--- src/rtl/stu_pkg.sv ---
package stu_pkg;

  // Default counter widths
  localparam int LINE_BITS_DEF   = 16;
  localparam int COL_BITS_DEF    = 16;
  localparam int OFFSET_BITS_DEF = 32;

  // Output queue
  localparam int FIFO_DEPTH = 4;
  localparam int PTR_BITS   = 2;
  localparam int CNT_BITS   = 3;

  localparam logic [4:0] TAB_RESET = 5'd8;

  localparam logic [30:0] INT_MAX31 = 31'h7FFF_FFFF;

  // Byte codes
  localparam logic [7:0] CH_LF    = 8'h0A;
  localparam logic [7:0] CH_TAB   = 8'h09;
  localparam logic [7:0] CH_VT    = 8'h0B;
  localparam logic [7:0] CH_FF    = 8'h0C;
  localparam logic [7:0] CH_CR    = 8'h0D;
  localparam logic [7:0] CH_SPACE = 8'h20;
  localparam logic [7:0] CH_BANG  = 8'h21;
  localparam logic [7:0] CH_SLASH = 8'h2F;
  localparam logic [7:0] CH_LT    = 8'h3C;
  localparam logic [7:0] CH_EQ    = 8'h3D;
  localparam logic [7:0] CH_GT    = 8'h3E;
  localparam logic [7:0] CH_ULINE = 8'h5F;

  // Keywords packed big-endian, last byte in the low bits
  localparam logic [47:0] KW_FN     = 48'h0000_0000_666E;
  localparam logic [47:0] KW_RETURN = 48'h7265_7475_726E;
  localparam logic [47:0] KW_TRUE   = 48'h0000_7472_7565;
  localparam logic [47:0] KW_FALSE  = 48'h0066_616C_7365;

  typedef enum logic [4:0] {
    KIND_INT    = 5'd0,
    KIND_BOOL   = 5'd1,
    KIND_IDENT  = 5'd2,
    KIND_FN     = 5'd3,
    KIND_RETURN = 5'd4,
    KIND_GE     = 5'd5,
    KIND_LE     = 5'd6,
    KIND_EQ     = 5'd7,
    KIND_NE     = 5'd8,
    KIND_GT     = 5'd9,
    KIND_LT     = 5'd10,
    KIND_MUL    = 5'd11,
    KIND_ADD    = 5'd12,
    KIND_ASSIGN = 5'd13,
    KIND_SEMI   = 5'd14,
    KIND_LPAREN = 5'd15,
    KIND_RPAREN = 5'd16,
    KIND_LBRACE = 5'd17,
    KIND_RBRACE = 5'd18,
    KIND_COMMA  = 5'd19,
    KIND_COLON  = 5'd20,
    KIND_ERROR  = 5'd21
  } kind_t;

  typedef enum logic [4:0] {
    MODE_IDLE    = 5'b00001,
    MODE_NUM     = 5'b00010,
    MODE_WORD    = 5'b00100,
    MODE_OP      = 5'b01000,
    MODE_COMMENT = 5'b10000
  } mode_t;

  typedef struct packed {
    kind_t        kind;
    logic [15:0]  first_line;
    logic [15:0]  first_col;
    logic [15:0]  stop_line;
    logic [15:0]  end_col;
    logic [30:0]  int_value;
    logic         bool_value;
    logic [31:0]  ident_offset;
    logic [15:0]  ident_length;
    logic         overflow;
    logic         last;
  } token_t;

  function automatic logic is_digit(logic [7:0] c);
    return (c >= 8'h30) && (c <= 8'h39);
  endfunction

  function automatic logic is_alpha(logic [7:0] c);
    return ((c >= 8'h61) && (c <= 8'h7A)) || ((c >= 8'h41) && (c <= 8'h5A)) ||
           (c == CH_ULINE);
  endfunction

  function automatic logic is_space(logic [7:0] c);
    return (c == CH_SPACE) || (c == CH_TAB) || (c == CH_LF) || (c == CH_VT) ||
           (c == CH_FF) || (c == CH_CR);
  endfunction

  function automatic logic is_op_start(logic [7:0] c);
    return (c == CH_GT) || (c == CH_LT) || (c == CH_EQ) || (c == CH_BANG) ||
           (c == CH_SLASH);
  endfunction

  function automatic kind_t single_kind(logic [7:0] c);
    kind_t k;
    case (c)
      8'h3E:   k = KIND_GT;
      8'h3C:   k = KIND_LT;
      8'h2A:   k = KIND_MUL;
      8'h2B:   k = KIND_ADD;
      8'h3D:   k = KIND_ASSIGN;
      8'h3B:   k = KIND_SEMI;
      8'h28:   k = KIND_LPAREN;
      8'h29:   k = KIND_RPAREN;
      8'h7B:   k = KIND_LBRACE;
      8'h7D:   k = KIND_RBRACE;
      8'h2C:   k = KIND_COMMA;
      8'h3A:   k = KIND_COLON;
      default: k = KIND_ERROR;
    endcase
    return k;
  endfunction

endpackage

--- src/rtl/source_tokenizer_unit.sv ---
// Source tokenizer: one source byte per input word, tokens out.
//
// Input channel (in_valid / in_stall): in_byte plus end_of_input. A word with
// end_of_input set consumes no byte; it flushes the open token, if any.
// Output channel (out_valid / out_stall): one token per word, fields on their
// own ports; last marks the final token caused by an input word.
// Config channel (cfg_valid / cfg_ready / cfg_data): tab_advance. cfg_ready is
// always high. User must write it only while the block is idle, unenforced.
//
// Tokens are registered into the output queue as their input word is taken.
// Throughput: one input word per cycle while in_stall is low. A word may
// close the open token and also emit one for its own byte; the second token
// leaves after the first. Tokens wait in a four-word output queue, so input
// keeps flowing while the receiver stalls; in_stall rises once more than two
// words are queued (room for the worst-case pair must be free).
//
// Reset (rst, synchronous): line and column back to 1, byte offset 0,
// scanner idle, queue empty, tab_advance 8.
module source_tokenizer_unit #(
  parameter int LINE_BITS   = stu_pkg::LINE_BITS_DEF,
  parameter int COL_BITS    = stu_pkg::COL_BITS_DEF,
  parameter int OFFSET_BITS = stu_pkg::OFFSET_BITS_DEF
) (
  input  logic        clk,
  input  logic        rst,
  // input words
  input  logic        in_valid,
  output logic        in_stall,
  input  logic [7:0]  in_byte,
  input  logic        end_of_input,
  // tokens
  output logic        out_valid,
  input  logic        out_stall,
  output logic [4:0]  token_kind,
  output logic [15:0] first_line,
  output logic [15:0] first_col,
  output logic [15:0] stop_line,
  output logic [15:0] end_col,
  output logic [30:0] int_value,
  output logic        bool_value,
  output logic [31:0] ident_offset,
  output logic [15:0] ident_length,
  output logic        overflow,
  output logic        last,
  // configuration
  input  logic        cfg_valid,
  output logic        cfg_ready,
  input  logic [4:0]  cfg_data
);

  function automatic logic [15:0] line16(logic [LINE_BITS-1:0] v);
    logic [LINE_BITS+15:0] e;
    e = {16'd0, v};
    return e[15:0];
  endfunction

  function automatic logic [15:0] col16(logic [COL_BITS-1:0] v);
    logic [COL_BITS+15:0] e;
    e = {16'd0, v};
    return e[15:0];
  endfunction

  function automatic logic [31:0] off32(logic [OFFSET_BITS-1:0] v);
    logic [OFFSET_BITS+31:0] e;
    e = {32'd0, v};
    return e[31:0];
  endfunction

  // ---------------------------------------------------------------- state
  logic [4:0]             tab_advance;
  logic [LINE_BITS-1:0]   line_count, line_count_next;
  logic [COL_BITS-1:0]    column_count, column_count_next;
  logic [OFFSET_BITS-1:0] byte_offset, byte_offset_next;
  stu_pkg::mode_t         mode, mode_next;
  logic [7:0]             pending_char, pending_char_next;
  logic [LINE_BITS-1:0]   tok_line, tok_line_next;
  logic [COL_BITS-1:0]    tok_col, tok_col_next;
  logic [OFFSET_BITS-1:0] tok_offset, tok_offset_next;
  logic [30:0]            number_accum, number_accum_next;
  logic                   number_ovf, number_ovf_next;
  logic [15:0]            word_length, word_length_next;
  logic [47:0]            keyword_window, keyword_window_next;

  // output queue
  stu_pkg::token_t               fifo [stu_pkg::FIFO_DEPTH];
  logic [stu_pkg::PTR_BITS-1:0]  wr_ptr, rd_ptr;
  logic [stu_pkg::CNT_BITS-1:0]  count;

  logic in_fire, out_fire;

  assign cfg_ready = 1'b1;
  assign in_stall  = (count > stu_pkg::CNT_BITS'(2));
  assign out_valid = (count != '0);
  assign in_fire   = in_valid && !in_stall;
  assign out_fire  = out_valid && !out_stall;

  // ------------------------------------------------- position after a byte
  logic [LINE_BITS-1:0]   line_adv;
  logic [COL_BITS-1:0]    col_adv;
  logic [OFFSET_BITS-1:0] off_adv;
  logic [COL_BITS:0]      col_tab_sum;

  always_comb begin
    col_tab_sum = {1'b0, column_count} + {{(COL_BITS-4){1'b0}}, tab_advance};
    off_adv     = byte_offset + OFFSET_BITS'(1);
    line_adv    = line_count;
    if (in_byte == stu_pkg::CH_LF) begin
      line_adv = (&line_count) ? line_count : line_count + LINE_BITS'(1);
      col_adv  = COL_BITS'(1);
    end else if (in_byte == stu_pkg::CH_TAB) begin
      col_adv = col_tab_sum[COL_BITS] ? '1 : col_tab_sum[COL_BITS-1:0];
    end else begin
      col_adv = (&column_count) ? column_count : column_count + COL_BITS'(1);
    end
  end

  // --------------------------------------- token closing the open literal
  stu_pkg::token_t close_tok;
  logic            close_has;

  always_comb begin
    close_tok            = '0;
    close_tok.first_line = line16(tok_line);
    close_tok.first_col  = col16(tok_col);
    close_tok.stop_line  = line16(line_count);
    close_tok.end_col    = col16(column_count);
    close_has            = 1'b1;
    case (mode)
      stu_pkg::MODE_NUM: begin
        close_tok.kind      = stu_pkg::KIND_INT;
        close_tok.int_value = number_accum;
        close_tok.overflow  = number_ovf;
      end
      stu_pkg::MODE_WORD: begin
        if (word_length == 16'd2 && keyword_window == stu_pkg::KW_FN) begin
          close_tok.kind = stu_pkg::KIND_FN;
        end else if (word_length == 16'd6 && keyword_window == stu_pkg::KW_RETURN) begin
          close_tok.kind = stu_pkg::KIND_RETURN;
        end else if (word_length == 16'd4 && keyword_window == stu_pkg::KW_TRUE) begin
          close_tok.kind       = stu_pkg::KIND_BOOL;
          close_tok.bool_value = 1'b1;
        end else if (word_length == 16'd5 && keyword_window == stu_pkg::KW_FALSE) begin
          close_tok.kind = stu_pkg::KIND_BOOL;
        end else begin
          close_tok.kind         = stu_pkg::KIND_IDENT;
          close_tok.ident_offset = off32(tok_offset);
          close_tok.ident_length = word_length;
        end
      end
      stu_pkg::MODE_OP: begin
        // lone ! or / falls out as an error token here
        close_tok.kind = stu_pkg::single_kind(pending_char);
      end
      default: begin
        close_has = 1'b0;
      end
    endcase
  end

  // ------------------------------------------------------- main scanner
  logic [34:0]     accum_mul;
  stu_pkg::token_t tok_a, tok_b, idle_tok, cmp_tok;
  logic [1:0]      tok_count;
  logic            run_idle, do_consume;

  always_comb begin
    accum_mul = ({4'd0, number_accum} << 3) + ({4'd0, number_accum} << 1) +
                {31'd0, in_byte[3:0]};

    idle_tok            = '0;
    idle_tok.kind       = stu_pkg::single_kind(in_byte);
    idle_tok.first_line = line16(line_count);
    idle_tok.first_col  = col16(column_count);
    idle_tok.stop_line  = line16(line_adv);
    idle_tok.end_col    = col16(col_adv);

    cmp_tok            = '0;
    cmp_tok.first_line = line16(tok_line);
    cmp_tok.first_col  = col16(tok_col);
    cmp_tok.stop_line  = line16(line_adv);
    cmp_tok.end_col    = col16(col_adv);
    if (pending_char == stu_pkg::CH_GT) begin
      cmp_tok.kind = stu_pkg::KIND_GE;
    end else if (pending_char == stu_pkg::CH_LT) begin
      cmp_tok.kind = stu_pkg::KIND_LE;
    end else if (pending_char == stu_pkg::CH_EQ) begin
      cmp_tok.kind = stu_pkg::KIND_EQ;
    end else begin
      cmp_tok.kind = stu_pkg::KIND_NE;
    end

    mode_next           = mode;
    pending_char_next   = pending_char;
    tok_line_next       = tok_line;
    tok_col_next        = tok_col;
    tok_offset_next     = tok_offset;
    number_accum_next   = number_accum;
    number_ovf_next     = number_ovf;
    word_length_next    = word_length;
    keyword_window_next = keyword_window;
    tok_a               = '0;
    tok_b               = '0;
    tok_count           = 2'd0;
    run_idle            = 1'b0;
    do_consume          = 1'b0;

    if (end_of_input) begin
      if (close_has) begin
        tok_a     = close_tok;
        tok_count = 2'd1;
      end
      if (mode == stu_pkg::MODE_OP) begin
        pending_char_next = '0;
      end
      mode_next = stu_pkg::MODE_IDLE;
    end else begin
      case (mode)
        stu_pkg::MODE_NUM: begin
          if (stu_pkg::is_digit(in_byte)) begin
            do_consume = 1'b1;
            if (!number_ovf) begin
              if (accum_mul > {4'd0, stu_pkg::INT_MAX31}) begin
                number_accum_next = stu_pkg::INT_MAX31;
                number_ovf_next   = 1'b1;
              end else begin
                number_accum_next = accum_mul[30:0];
              end
            end
          end else begin
            run_idle = 1'b1;
          end
        end
        stu_pkg::MODE_WORD: begin
          if (stu_pkg::is_alpha(in_byte) || stu_pkg::is_digit(in_byte)) begin
            do_consume          = 1'b1;
            word_length_next    = (&word_length) ? word_length : word_length + 16'd1;
            keyword_window_next = {keyword_window[39:0], in_byte};
          end else begin
            run_idle = 1'b1;
          end
        end
        stu_pkg::MODE_OP: begin
          if (in_byte == stu_pkg::CH_SLASH && pending_char == stu_pkg::CH_SLASH) begin
            do_consume        = 1'b1;
            mode_next         = stu_pkg::MODE_COMMENT;
            pending_char_next = '0;
          end else if (in_byte == stu_pkg::CH_EQ && pending_char != stu_pkg::CH_SLASH) begin
            do_consume        = 1'b1;
            tok_a             = cmp_tok;
            tok_count         = 2'd1;
            mode_next         = stu_pkg::MODE_IDLE;
            pending_char_next = '0;
          end else begin
            run_idle = 1'b1;
          end
        end
        stu_pkg::MODE_COMMENT: begin
          do_consume = 1'b1;
          if (in_byte == stu_pkg::CH_LF) begin
            mode_next = stu_pkg::MODE_IDLE;
          end
        end
        default: begin
          run_idle = 1'b1;
        end
      endcase

      if (run_idle) begin
        // close whatever is open; close never moves the position
        if (close_has) begin
          tok_a     = close_tok;
          tok_count = 2'd1;
        end
        if (mode == stu_pkg::MODE_OP) begin
          pending_char_next = '0;
        end
        mode_next  = stu_pkg::MODE_IDLE;
        do_consume = 1'b1;
        if (stu_pkg::is_space(in_byte)) begin
          mode_next = stu_pkg::MODE_IDLE;
        end else if (stu_pkg::is_digit(in_byte)) begin
          mode_next         = stu_pkg::MODE_NUM;
          number_accum_next = {27'd0, in_byte[3:0]};
          number_ovf_next   = 1'b0;
        end else if (stu_pkg::is_alpha(in_byte)) begin
          mode_next           = stu_pkg::MODE_WORD;
          word_length_next    = 16'd1;
          keyword_window_next = {40'd0, in_byte};
        end else if (stu_pkg::is_op_start(in_byte)) begin
          mode_next         = stu_pkg::MODE_OP;
          pending_char_next = in_byte;
        end else begin
          if (close_has) begin
            tok_b     = idle_tok;
            tok_count = 2'd2;
          end else begin
            tok_a     = idle_tok;
            tok_count = 2'd1;
          end
        end
        if (!stu_pkg::is_space(in_byte)) begin
          tok_line_next   = line_count;
          tok_col_next    = column_count;
          tok_offset_next = byte_offset;
        end
      end
    end

    if (tok_count == 2'd2) begin
      tok_b.last = 1'b1;
    end else begin
      tok_a.last = 1'b1;
    end

    line_count_next   = do_consume ? line_adv : line_count;
    column_count_next = do_consume ? col_adv  : column_count;
    byte_offset_next  = do_consume ? off_adv  : byte_offset;
  end

  // -------------------------------------------------------- registers
  always_ff @(posedge clk) begin
    if (rst) begin
      tab_advance  <= stu_pkg::TAB_RESET;
      line_count   <= LINE_BITS'(1);
      column_count <= COL_BITS'(1);
      byte_offset  <= '0;
      mode         <= stu_pkg::MODE_IDLE;
    end else begin
      if (cfg_valid && cfg_ready) begin
        tab_advance <= cfg_data;
      end
      if (in_fire) begin
        line_count   <= line_count_next;
        column_count <= column_count_next;
        byte_offset  <= byte_offset_next;
        mode         <= mode_next;
      end
    end
  end

  always_ff @(posedge clk) begin
    if (in_fire) begin
      pending_char   <= pending_char_next;
      tok_line       <= tok_line_next;
      tok_col        <= tok_col_next;
      tok_offset     <= tok_offset_next;
      number_accum   <= number_accum_next;
      number_ovf     <= number_ovf_next;
      word_length    <= word_length_next;
      keyword_window <= keyword_window_next;
    end
  end

  // ------------------------------------------------------ output queue
  logic [stu_pkg::PTR_BITS-1:0] wr_ptr_b;
  logic [stu_pkg::CNT_BITS-1:0] push_n;

  assign wr_ptr_b = wr_ptr + stu_pkg::PTR_BITS'(1);
  assign push_n   = in_fire ? {1'b0, tok_count} : '0;

  always_ff @(posedge clk) begin
    if (rst) begin
      wr_ptr <= '0;
      rd_ptr <= '0;
      count  <= '0;
    end else begin
      wr_ptr <= wr_ptr + push_n[stu_pkg::PTR_BITS-1:0];
      if (out_fire) begin
        rd_ptr <= rd_ptr + stu_pkg::PTR_BITS'(1);
      end
      count <= count + push_n - {{(stu_pkg::CNT_BITS-1){1'b0}}, out_fire};
    end
  end

  always_ff @(posedge clk) begin
    if (in_fire && tok_count != 2'd0) begin
      fifo[wr_ptr] <= tok_a;
    end
    if (in_fire && tok_count == 2'd2) begin
      fifo[wr_ptr_b] <= tok_b;
    end
  end

  stu_pkg::token_t head;
  assign head = fifo[rd_ptr];

  assign token_kind   = head.kind;
  assign first_line   = head.first_line;
  assign first_col    = head.first_col;
  assign stop_line    = head.stop_line;
  assign end_col      = head.end_col;
  assign int_value    = head.int_value;
  assign bool_value   = head.bool_value;
  assign ident_offset = head.ident_offset;
  assign ident_length = head.ident_length;
  assign overflow     = head.overflow;
  assign last         = head.last;

`ifndef SYNTHESIS
  // queue never holds more words than it has slots
  assert property (@(posedge clk) disable iff (rst)
    count <= stu_pkg::CNT_BITS'(stu_pkg::FIFO_DEPTH))
    else $error("token queue overflow");

  // a flush always leaves the scanner idle
  assert property (@(posedge clk) disable iff (rst)
    in_fire && end_of_input |=> mode == stu_pkg::MODE_IDLE)
    else $error("scanner not idle after flush");

  // inside a comment only a newline or a flush ends it
  assert property (@(posedge clk) disable iff (rst)
    in_fire && !end_of_input && mode == stu_pkg::MODE_COMMENT &&
    in_byte != stu_pkg::CH_LF |=> mode == stu_pkg::MODE_COMMENT)
    else $error("comment ended early");

  // an overflowed literal holds the saturated value
  assert property (@(posedge clk) disable iff (rst)
    mode == stu_pkg::MODE_NUM && number_ovf |-> number_accum == stu_pkg::INT_MAX31)
    else $error("overflowed literal not saturated");
`endif

endmodule
--- config.mk ---
export PLATFORM = sky130hd
export DESIGN_NAME = source_tokenizer_unit
export DESIGN_NICKNAME = d
export VERILOG_FILES = /design/src/rtl/stu_pkg.sv /design/src/rtl/source_tokenizer_unit.sv
export SDC_FILE = /design/constraint.sdc
export NUM_CORES = 2
export LEC_CHECK = 0
export BUFFER_PORTS_ARGS = -buffer_cell sky130_fd_sc_hd__buf_2
export CORE_MARGIN = 2
export CORE_UTILIZATION = 30
export DETAILED_ROUTE_END_ITERATION = 8
export PLACE_DENSITY = 0.51
export SLEW_MARGIN = 5
export SYNTH_ARGS = -nofsm -noshare
export SYNTH_HDL_FRONTEND = slang
export SYNTH_SLANG_ARGS = --single-unit
--- constraint.sdc ---
create_clock -name clk -period 6.5 [get_ports clk]
set_input_delay 1.95 -clock clk [delete_from_list [all_inputs] [get_ports clk]]
set_output_delay 1.95 -clock clk [all_outputs]
set_load 0.05 [all_outputs]
# Yosys cells after proc, flatten, opt, wreduce, memory -nomap -nowiden
# Memories as Yosys holds them, arrays and structs flattened. A register that Yosys moved wholly into a read port is not among the register bits.
# Index checks and enable logic that the tools add are counted.
op_classes:
  addsub: 12
  multipliers: 0
  div_mod_pow: 0
  n_lt_le_gt_ge: 8
  eq_ne: 51
  shift: 0
  n_mux: 126
  n_bitwise: 2
  reduce_logical: 39
ops:
  columns: ["operator", "n"]
  rows:
  - ["$mux W151", 19]
  - ["$mux W48", 8]
  - ["$mux W31", 8]
  - ["$mux W16", 13]
  - ["$eq A8 B6 Y1 const B", 24]
  - ["$mux W49", 3]
  - ["$pmux W5 S12", 2]
  - ["$mux W8", 11]
  - ["$add A16 B1 Y16 const B", 3]
  - ["$eq A16 B3 Y1 const B", 3]
  - ["$eq A48 B15 Y1 const B", 1]
  - ["$eq A48 B31 Y1 const B", 1]
  - ["$eq A48 B39 Y1 const B", 1]
  - ["$eq A48 B47 Y1 const B", 1]
  - ["$reduce_and A16 Y1", 3]
  - ["$eq A8 B4 Y1 const B", 5]
  - ["$eq A8 B7 Y1 const B", 5]
  - ["$add A34 B32 Y35", 1]
  - ["$add A35 B4 Y35", 1]
  - ["$gt A35 B31 Y1 const B", 1]
  - ["$add A32 B1 Y32 const B", 1]
  - ["$mux W1", 31]
  - ["$mux W4", 7]
  - ["$mux W2", 13]
  - ["34 further kinds", 72]
word_totals:
  ff_bits: 249
  latch_bits: 0
  mem_bits_rw: 604
  mem_bits_ro: 0
  input_bits: 19
  out_inout_bits: 154
  memories: 1
memory_table:
  columns: ["memory", "words", "width", "read_ports", "rd_clocked_by_memory_dff", "write_ports", "line_no", "rtl"]
  rows:
  - ["fifo", 4, 151, 1, 1, 2, "source_tokenizer_unit.sv:85", "stu_pkg::token_t fifo [stu_pkg::FIFO_DEPTH];"]

# Logic depth before layout (Yosys ltp)
logic_depth:
  word_depth: 16
  depth_mapped: 17
  depth_no_buf: 14

# Least setup slack after synthesis
# OpenSTA, ideal clock, no wires.
synth_path:
  path_type: "input port to flip-flop"
  from: "input in_byte[3]"
  to: "register mode[3]"
  setup_ns: 0.077
  arrival_ns: 6.489
  required_time_ns: 6.423
  slack_ns: -0.065
  stages: 9
  path_buffers: 1
  path_cell_list: "clkbuf_1 -> o21ai_1 -> a2111oi_4 -> o21ai_2 -> o211ai_1 -> nand2_1 -> nor2_1 -> a22oi_1 -> nor2_1"
synth_between:
  elab_chain_cells: 11
synth_lines:
  columns: ["element", "line_no", "rtl"]
  rows:
  - ["start, declared", "source_tokenizer_unit.sv:29", "input logic [7:0] in_byte,"]
  - ["parallel branches: the longest is 11 deep, another holds $ge A8 B7 Y1", null, null]
  - ["end signal, assigned", "source_tokenizer_unit.sv:327", "mode <= stu_pkg::MODE_IDLE;"]
  - ["end signal, assigned", "source_tokenizer_unit.sv:336", "mode <= mode_next;"]
  - ["end, declared", "source_tokenizer_unit.sv:74", "stu_pkg::mode_t mode, mode_next;"]
# Several ways; the timed one is not identified. The select of a mux whose other input is x is not followed.
# A chain may end at the register's enable or synchronous reset.

# Worst setup path after layout
layout_path:
  from: "input in_byte[3]"
  to: "register number_accum[16] (data pin)"
layout_between:
  elab_chain_cells: 9
layout_lines:
  columns: ["element", "line_no", "rtl"]
  rows:
  - ["$add A35 B4 Y35, or another cell as far along", "source_tokenizer_unit.sv:167", "accum_mul = ({4'd0, number_accum} << 3) + ({4'd0, number_accum} << 1) +"]
  - ["$gt A35 B31 Y1 / $logic_and A1 B1 Y1 (equally long branches)", "source_tokenizer_unit.sv:222, stu_pkg.sv:89", null]
  - ["$mux W31 / $logic_or A1 B1 Y1 (equally long branches)", "source_tokenizer_unit.sv:222, stu_pkg.sv:89", null]
  - ["$mux W31 / $logic_or A1 B1 Y1 (equally long branches)", "source_tokenizer_unit.sv:221, stu_pkg.sv:89", null]
  - ["$mux W31 / $logic_or A1 B1 Y1 (equally long branches)", "source_tokenizer_unit.sv:219, source_tokenizer_unit.sv:234", null]
  - ["$mux W31 / $mux W1 (equally long branches)", "source_tokenizer_unit.sv:217, source_tokenizer_unit.sv:234", null]
  - ["$mux W31 / $pmux W1 S4 (equally long branches)", "source_tokenizer_unit.sv:281, source_tokenizer_unit.sv:217", null]
  - ["$mux W31 / $mux W1 (equally long branches)", "source_tokenizer_unit.sv:279, source_tokenizer_unit.sv:207", null]
  - ["$mux W31 *", "source_tokenizer_unit.sv:268", "if (run_idle) begin"]
  - ["end signal, assigned", "source_tokenizer_unit.sv:347", "number_accum <= number_accum_next;"]
  - ["end, declared", "source_tokenizer_unit.sv:79", "logic [30:0] number_accum, number_accum_next;"]
# Mark *: on every way between the ends. The rest lies on a longest branch, timed or not. The select of a mux whose other input is x is not followed.

==> flow_summary.ini <==
[status]
outcome = complete, no violations

[yosys]
yosysWarnings = 0
syn_area_um2 = 40800
synth_edf_count = 448
synth.distinct_cells = 102
synthCells = 3415
synth_area_per_cell_um2 = 11.9
ys_seq_elements = 855
syn_nets = 3515
seq_area_frac_synth_pct = 53.0
async_reset_ff_share_pct = 0
ys.flop_type = edfxtp_1

[setup_path]
path_max_fanout = 30
critPathRequiredTime_ns = 6.92
cp_top_family = compound AO/OA/AOI/OAI gates
worstPathArrival_ns = 5.74
crit_buf_inv = 4
path_cells = buf_2 > inv_1 > fa_1 > inv_1 > ha_1 > a211oi_1 > o211ai_1 > a31oi_1 > o21ai_0 > a211oi_1 > xnor2_1 > nor3_2 > buf_4 > a31oi_1
r2r_start = pending_char[6]
worstSetupStartpoint = in_byte[3]
crit_type = input port to flop
cp-start-kind = input port
cpPeakStageDelay_ns = 0.62
cpMaxStageDelayCell = fa_1
crit_path_end_kind = flop

[final_layout]
final_nets = 3531
stdcell_count = 5294
area_growth_pct = 13.9
fillCellCount = 13500
layout-drive-gt1-share_pct = 18.1

[grt]
grt_overflow_total = 0
grt_first_pass_wirelength_um = 192000
first_global_vias = 29700
grt_antenna_before_repair = 16
globalRouteTotalUtil_pct = 17.7
grt_max_degree = 129

[route]
dr.pass1.iters = 6
detail-route-antenna-nets = 0
wirelength_um = 126000
viasPerCell = 5.75
drtIter0Drc = 3256
vias = 30400
post_drt_wl_per_cell_um = 23.8
drc = 0

[cts]
clock_sinks = 855
cts_root_buffer = clkbuf_16
numCtsBuffers = 96
hold_buffers = 0
post_cts_buffers = 0
clkLatencyLatePin_ns = 0.71
htree_levels = 3
clockBufferDepth = 3
ctsResizeCount = 0
tritoncts = built
clk_pin_slew_ns = 0.06

[timing]
final.setup.tns_ns = 0
slew_violations = 0
fmax_mhz = 188
rsz0062_at_grt = no
tightest_slew_ns = 0.972
hold_violations = 0
timing.final.crit_share_pct = 81.9
finalSetupViolations = 0
worst_slack_ns = 1.18
clock_skew_ns = 0.0322
min_period_ns = 5.32
slew_headroom_pct = 35.2

[placed_design]
dp_slack_ns = 0.494
hpwl_um = 76300
gp_congestion = 0.830
dp.cells = 5114
portBuffers = 171

[min_path]
hp-start = fifo[2][4]
holdCritPathClass = flop to flop

[floorplan]
dieArea_um2 = 139000
initial_utilization_pct = 30.2
num_rows = 135
die_x_um = 373
die_h_um = 373
fp.coreArea_um2 = 135000
io_pins = 173

[job]
maxCapViolations = 0

[pwr]
powerDensity_nw_per_um2 = 308
p_sw_share_pct = 31.2
peakVddDrop_mv = 0.195
power.internal_uw = 9850
p_leak_uw = 0.0152
power.switching_uw = 4470
p_clk_share_pct = 37.5
p_seq_share_pct = 43.0
combinationalPowerShare_pct = 19.5
==> metrics by stage <==
stage	hold slack [ns]	utilization [%]	power [uW]	instance area [um^2]
floorplan	0.406	-	8250	40800
global placement	0.441	32.1	9100	43300
detailed placement	0.445	32.1	9110	43300
CTS	0.461	34.4	14500	46400
global route	0.468	34.4	14900	46400
finish	0.458	34.4	14300	46400
==> cells in the final DEF, fill, tap and decap left out, types with 15 or more instances in the layout <==
cell type / instances
edfxtp_1: 448
xnor2_1: 37
xor2_1: 43
mux4_2: 151
ha_1: 77
buf_12: 22
nor2_1: 141
nor4_1: 25
clkbuf_16: 100
nor3_1: 42
mux2i_1: 15
nand4_1: 32
a31oi_1: 40
buf_2: 170
and3_1: 18
clkinv_2: 20
nand2_1: 275
o21ai_0: 80
buf_4: 60
clkbuf_8: 15
clkbuf_1: 22
a22o_1: 24
nand2b_1: 18
inv_1: 33
a21o_1: 17
dfxtp_1: 405
or3_1: 18
a21oi_1: 156
a211oi_1: 15
o22ai_1: 196
nor2b_1: 22
a32o_1: 346
nand3_1: 75
a22oi_1: 36
and2_1: 45
==> kinds of logic after synthesis <==
| group | after synthesis | share of synthesized area, % |
|---|---|---|
| adder cells (fa/ha/maj) | 81 | 2.56 |
| AO/OA/AOI/OAI | 1045 | 19.8 |
| XOR/XNOR | 80 | 1.72 |
| AND/OR/NAND/NOR | 805 | 9.92 |
| flip-flops | 855 | 53.0 |
| multiplexers | 175 | 8.96 |
| other | 1 | 0.00920 |
| buffers and inverters | 373 | 4.11 |
==> Yosys cell counts (36+ instances only) <==
cell type,count,share of area (%)
and2_1,45,0.69
nor3_1,45,0.55
a21oi_1,156,1.9
xnor2_1,37,0.79
mux4_2,151,8.3
nand2_1,278,2.6
buf_2,64,0.79
a22oi_1,36,0.66
a32o_1,346,8.5
xor2_1,43,0.92
o22ai_1,196,3.0
ha_1,77,2.4
dfxtp_1,407,20
nor2_1,144,1.3
clkbuf_1,216,2.0
o21ai_0,80,0.98
nand3_1,79,0.97
a31oi_1,40,0.61
edfxtp_1,448,33
==> flip-flops by register name, indices dropped and copies added (netlist names), 16 cells and up, named ones only <==
register / count
column_count: 16
fifo: 604
tok_offset: 32
number_accum: 27
tok_line: 16
keyword_window: 48
tok_col: 16
line_count: 16
word_length: 16
byte_offset: 32
==> cell type report <==
type	count	area (um^2)	area share [%]
Clock buffer	137	2790	6.01
Sequential cell	855	21600	46.5
Inverter	39	154	0.331
Timing Repair Buffer	252	1740	3.75
Multi-Input combinational cell	2187	17600	37.9
Antenna cell	2	5.00	0.0108
Tap cell	1781	2230	4.80
Clock inverter	41	309	0.665
==> routing by layer <==
| layer | up-vias | track usage, % | wire length [um] |
|---|---|---|---|
| met4 | 4 | 4.46 | 2700 |
| met1 | 15400 | 24.4 | 55400 |
| met2 | 1087 | 29.1 | 60300 |
| li1 | 13700 | - | - |
| met3 | 188 | 2.61 | 7810 |
| met5 | - | 0 | 23 |
==> power groups by stage <==
stage	Combinational, uW	Sequential [uW]	Clock, uW
finish	2790	6160	5360
global route	3000	6190	5690
CTS	2840	6160	5490
floorplan	2140	6100	0
global placement	2830	6280	0
detailed placement	2830	6280	0
==> final timing paths <==
check / endpoint / slack [ns] / depth (start not counted)
hold / removal: fifo[2][4] / 0.46 / 1
setup / recovery: number_accum[16] / 1.18 / 14
setup reg to reg: fifo[1][109] / 2.24 / 9
hold reg to reg: fifo[2][4] / 0.46 / 1
Power figures use the tool's default switching activity.
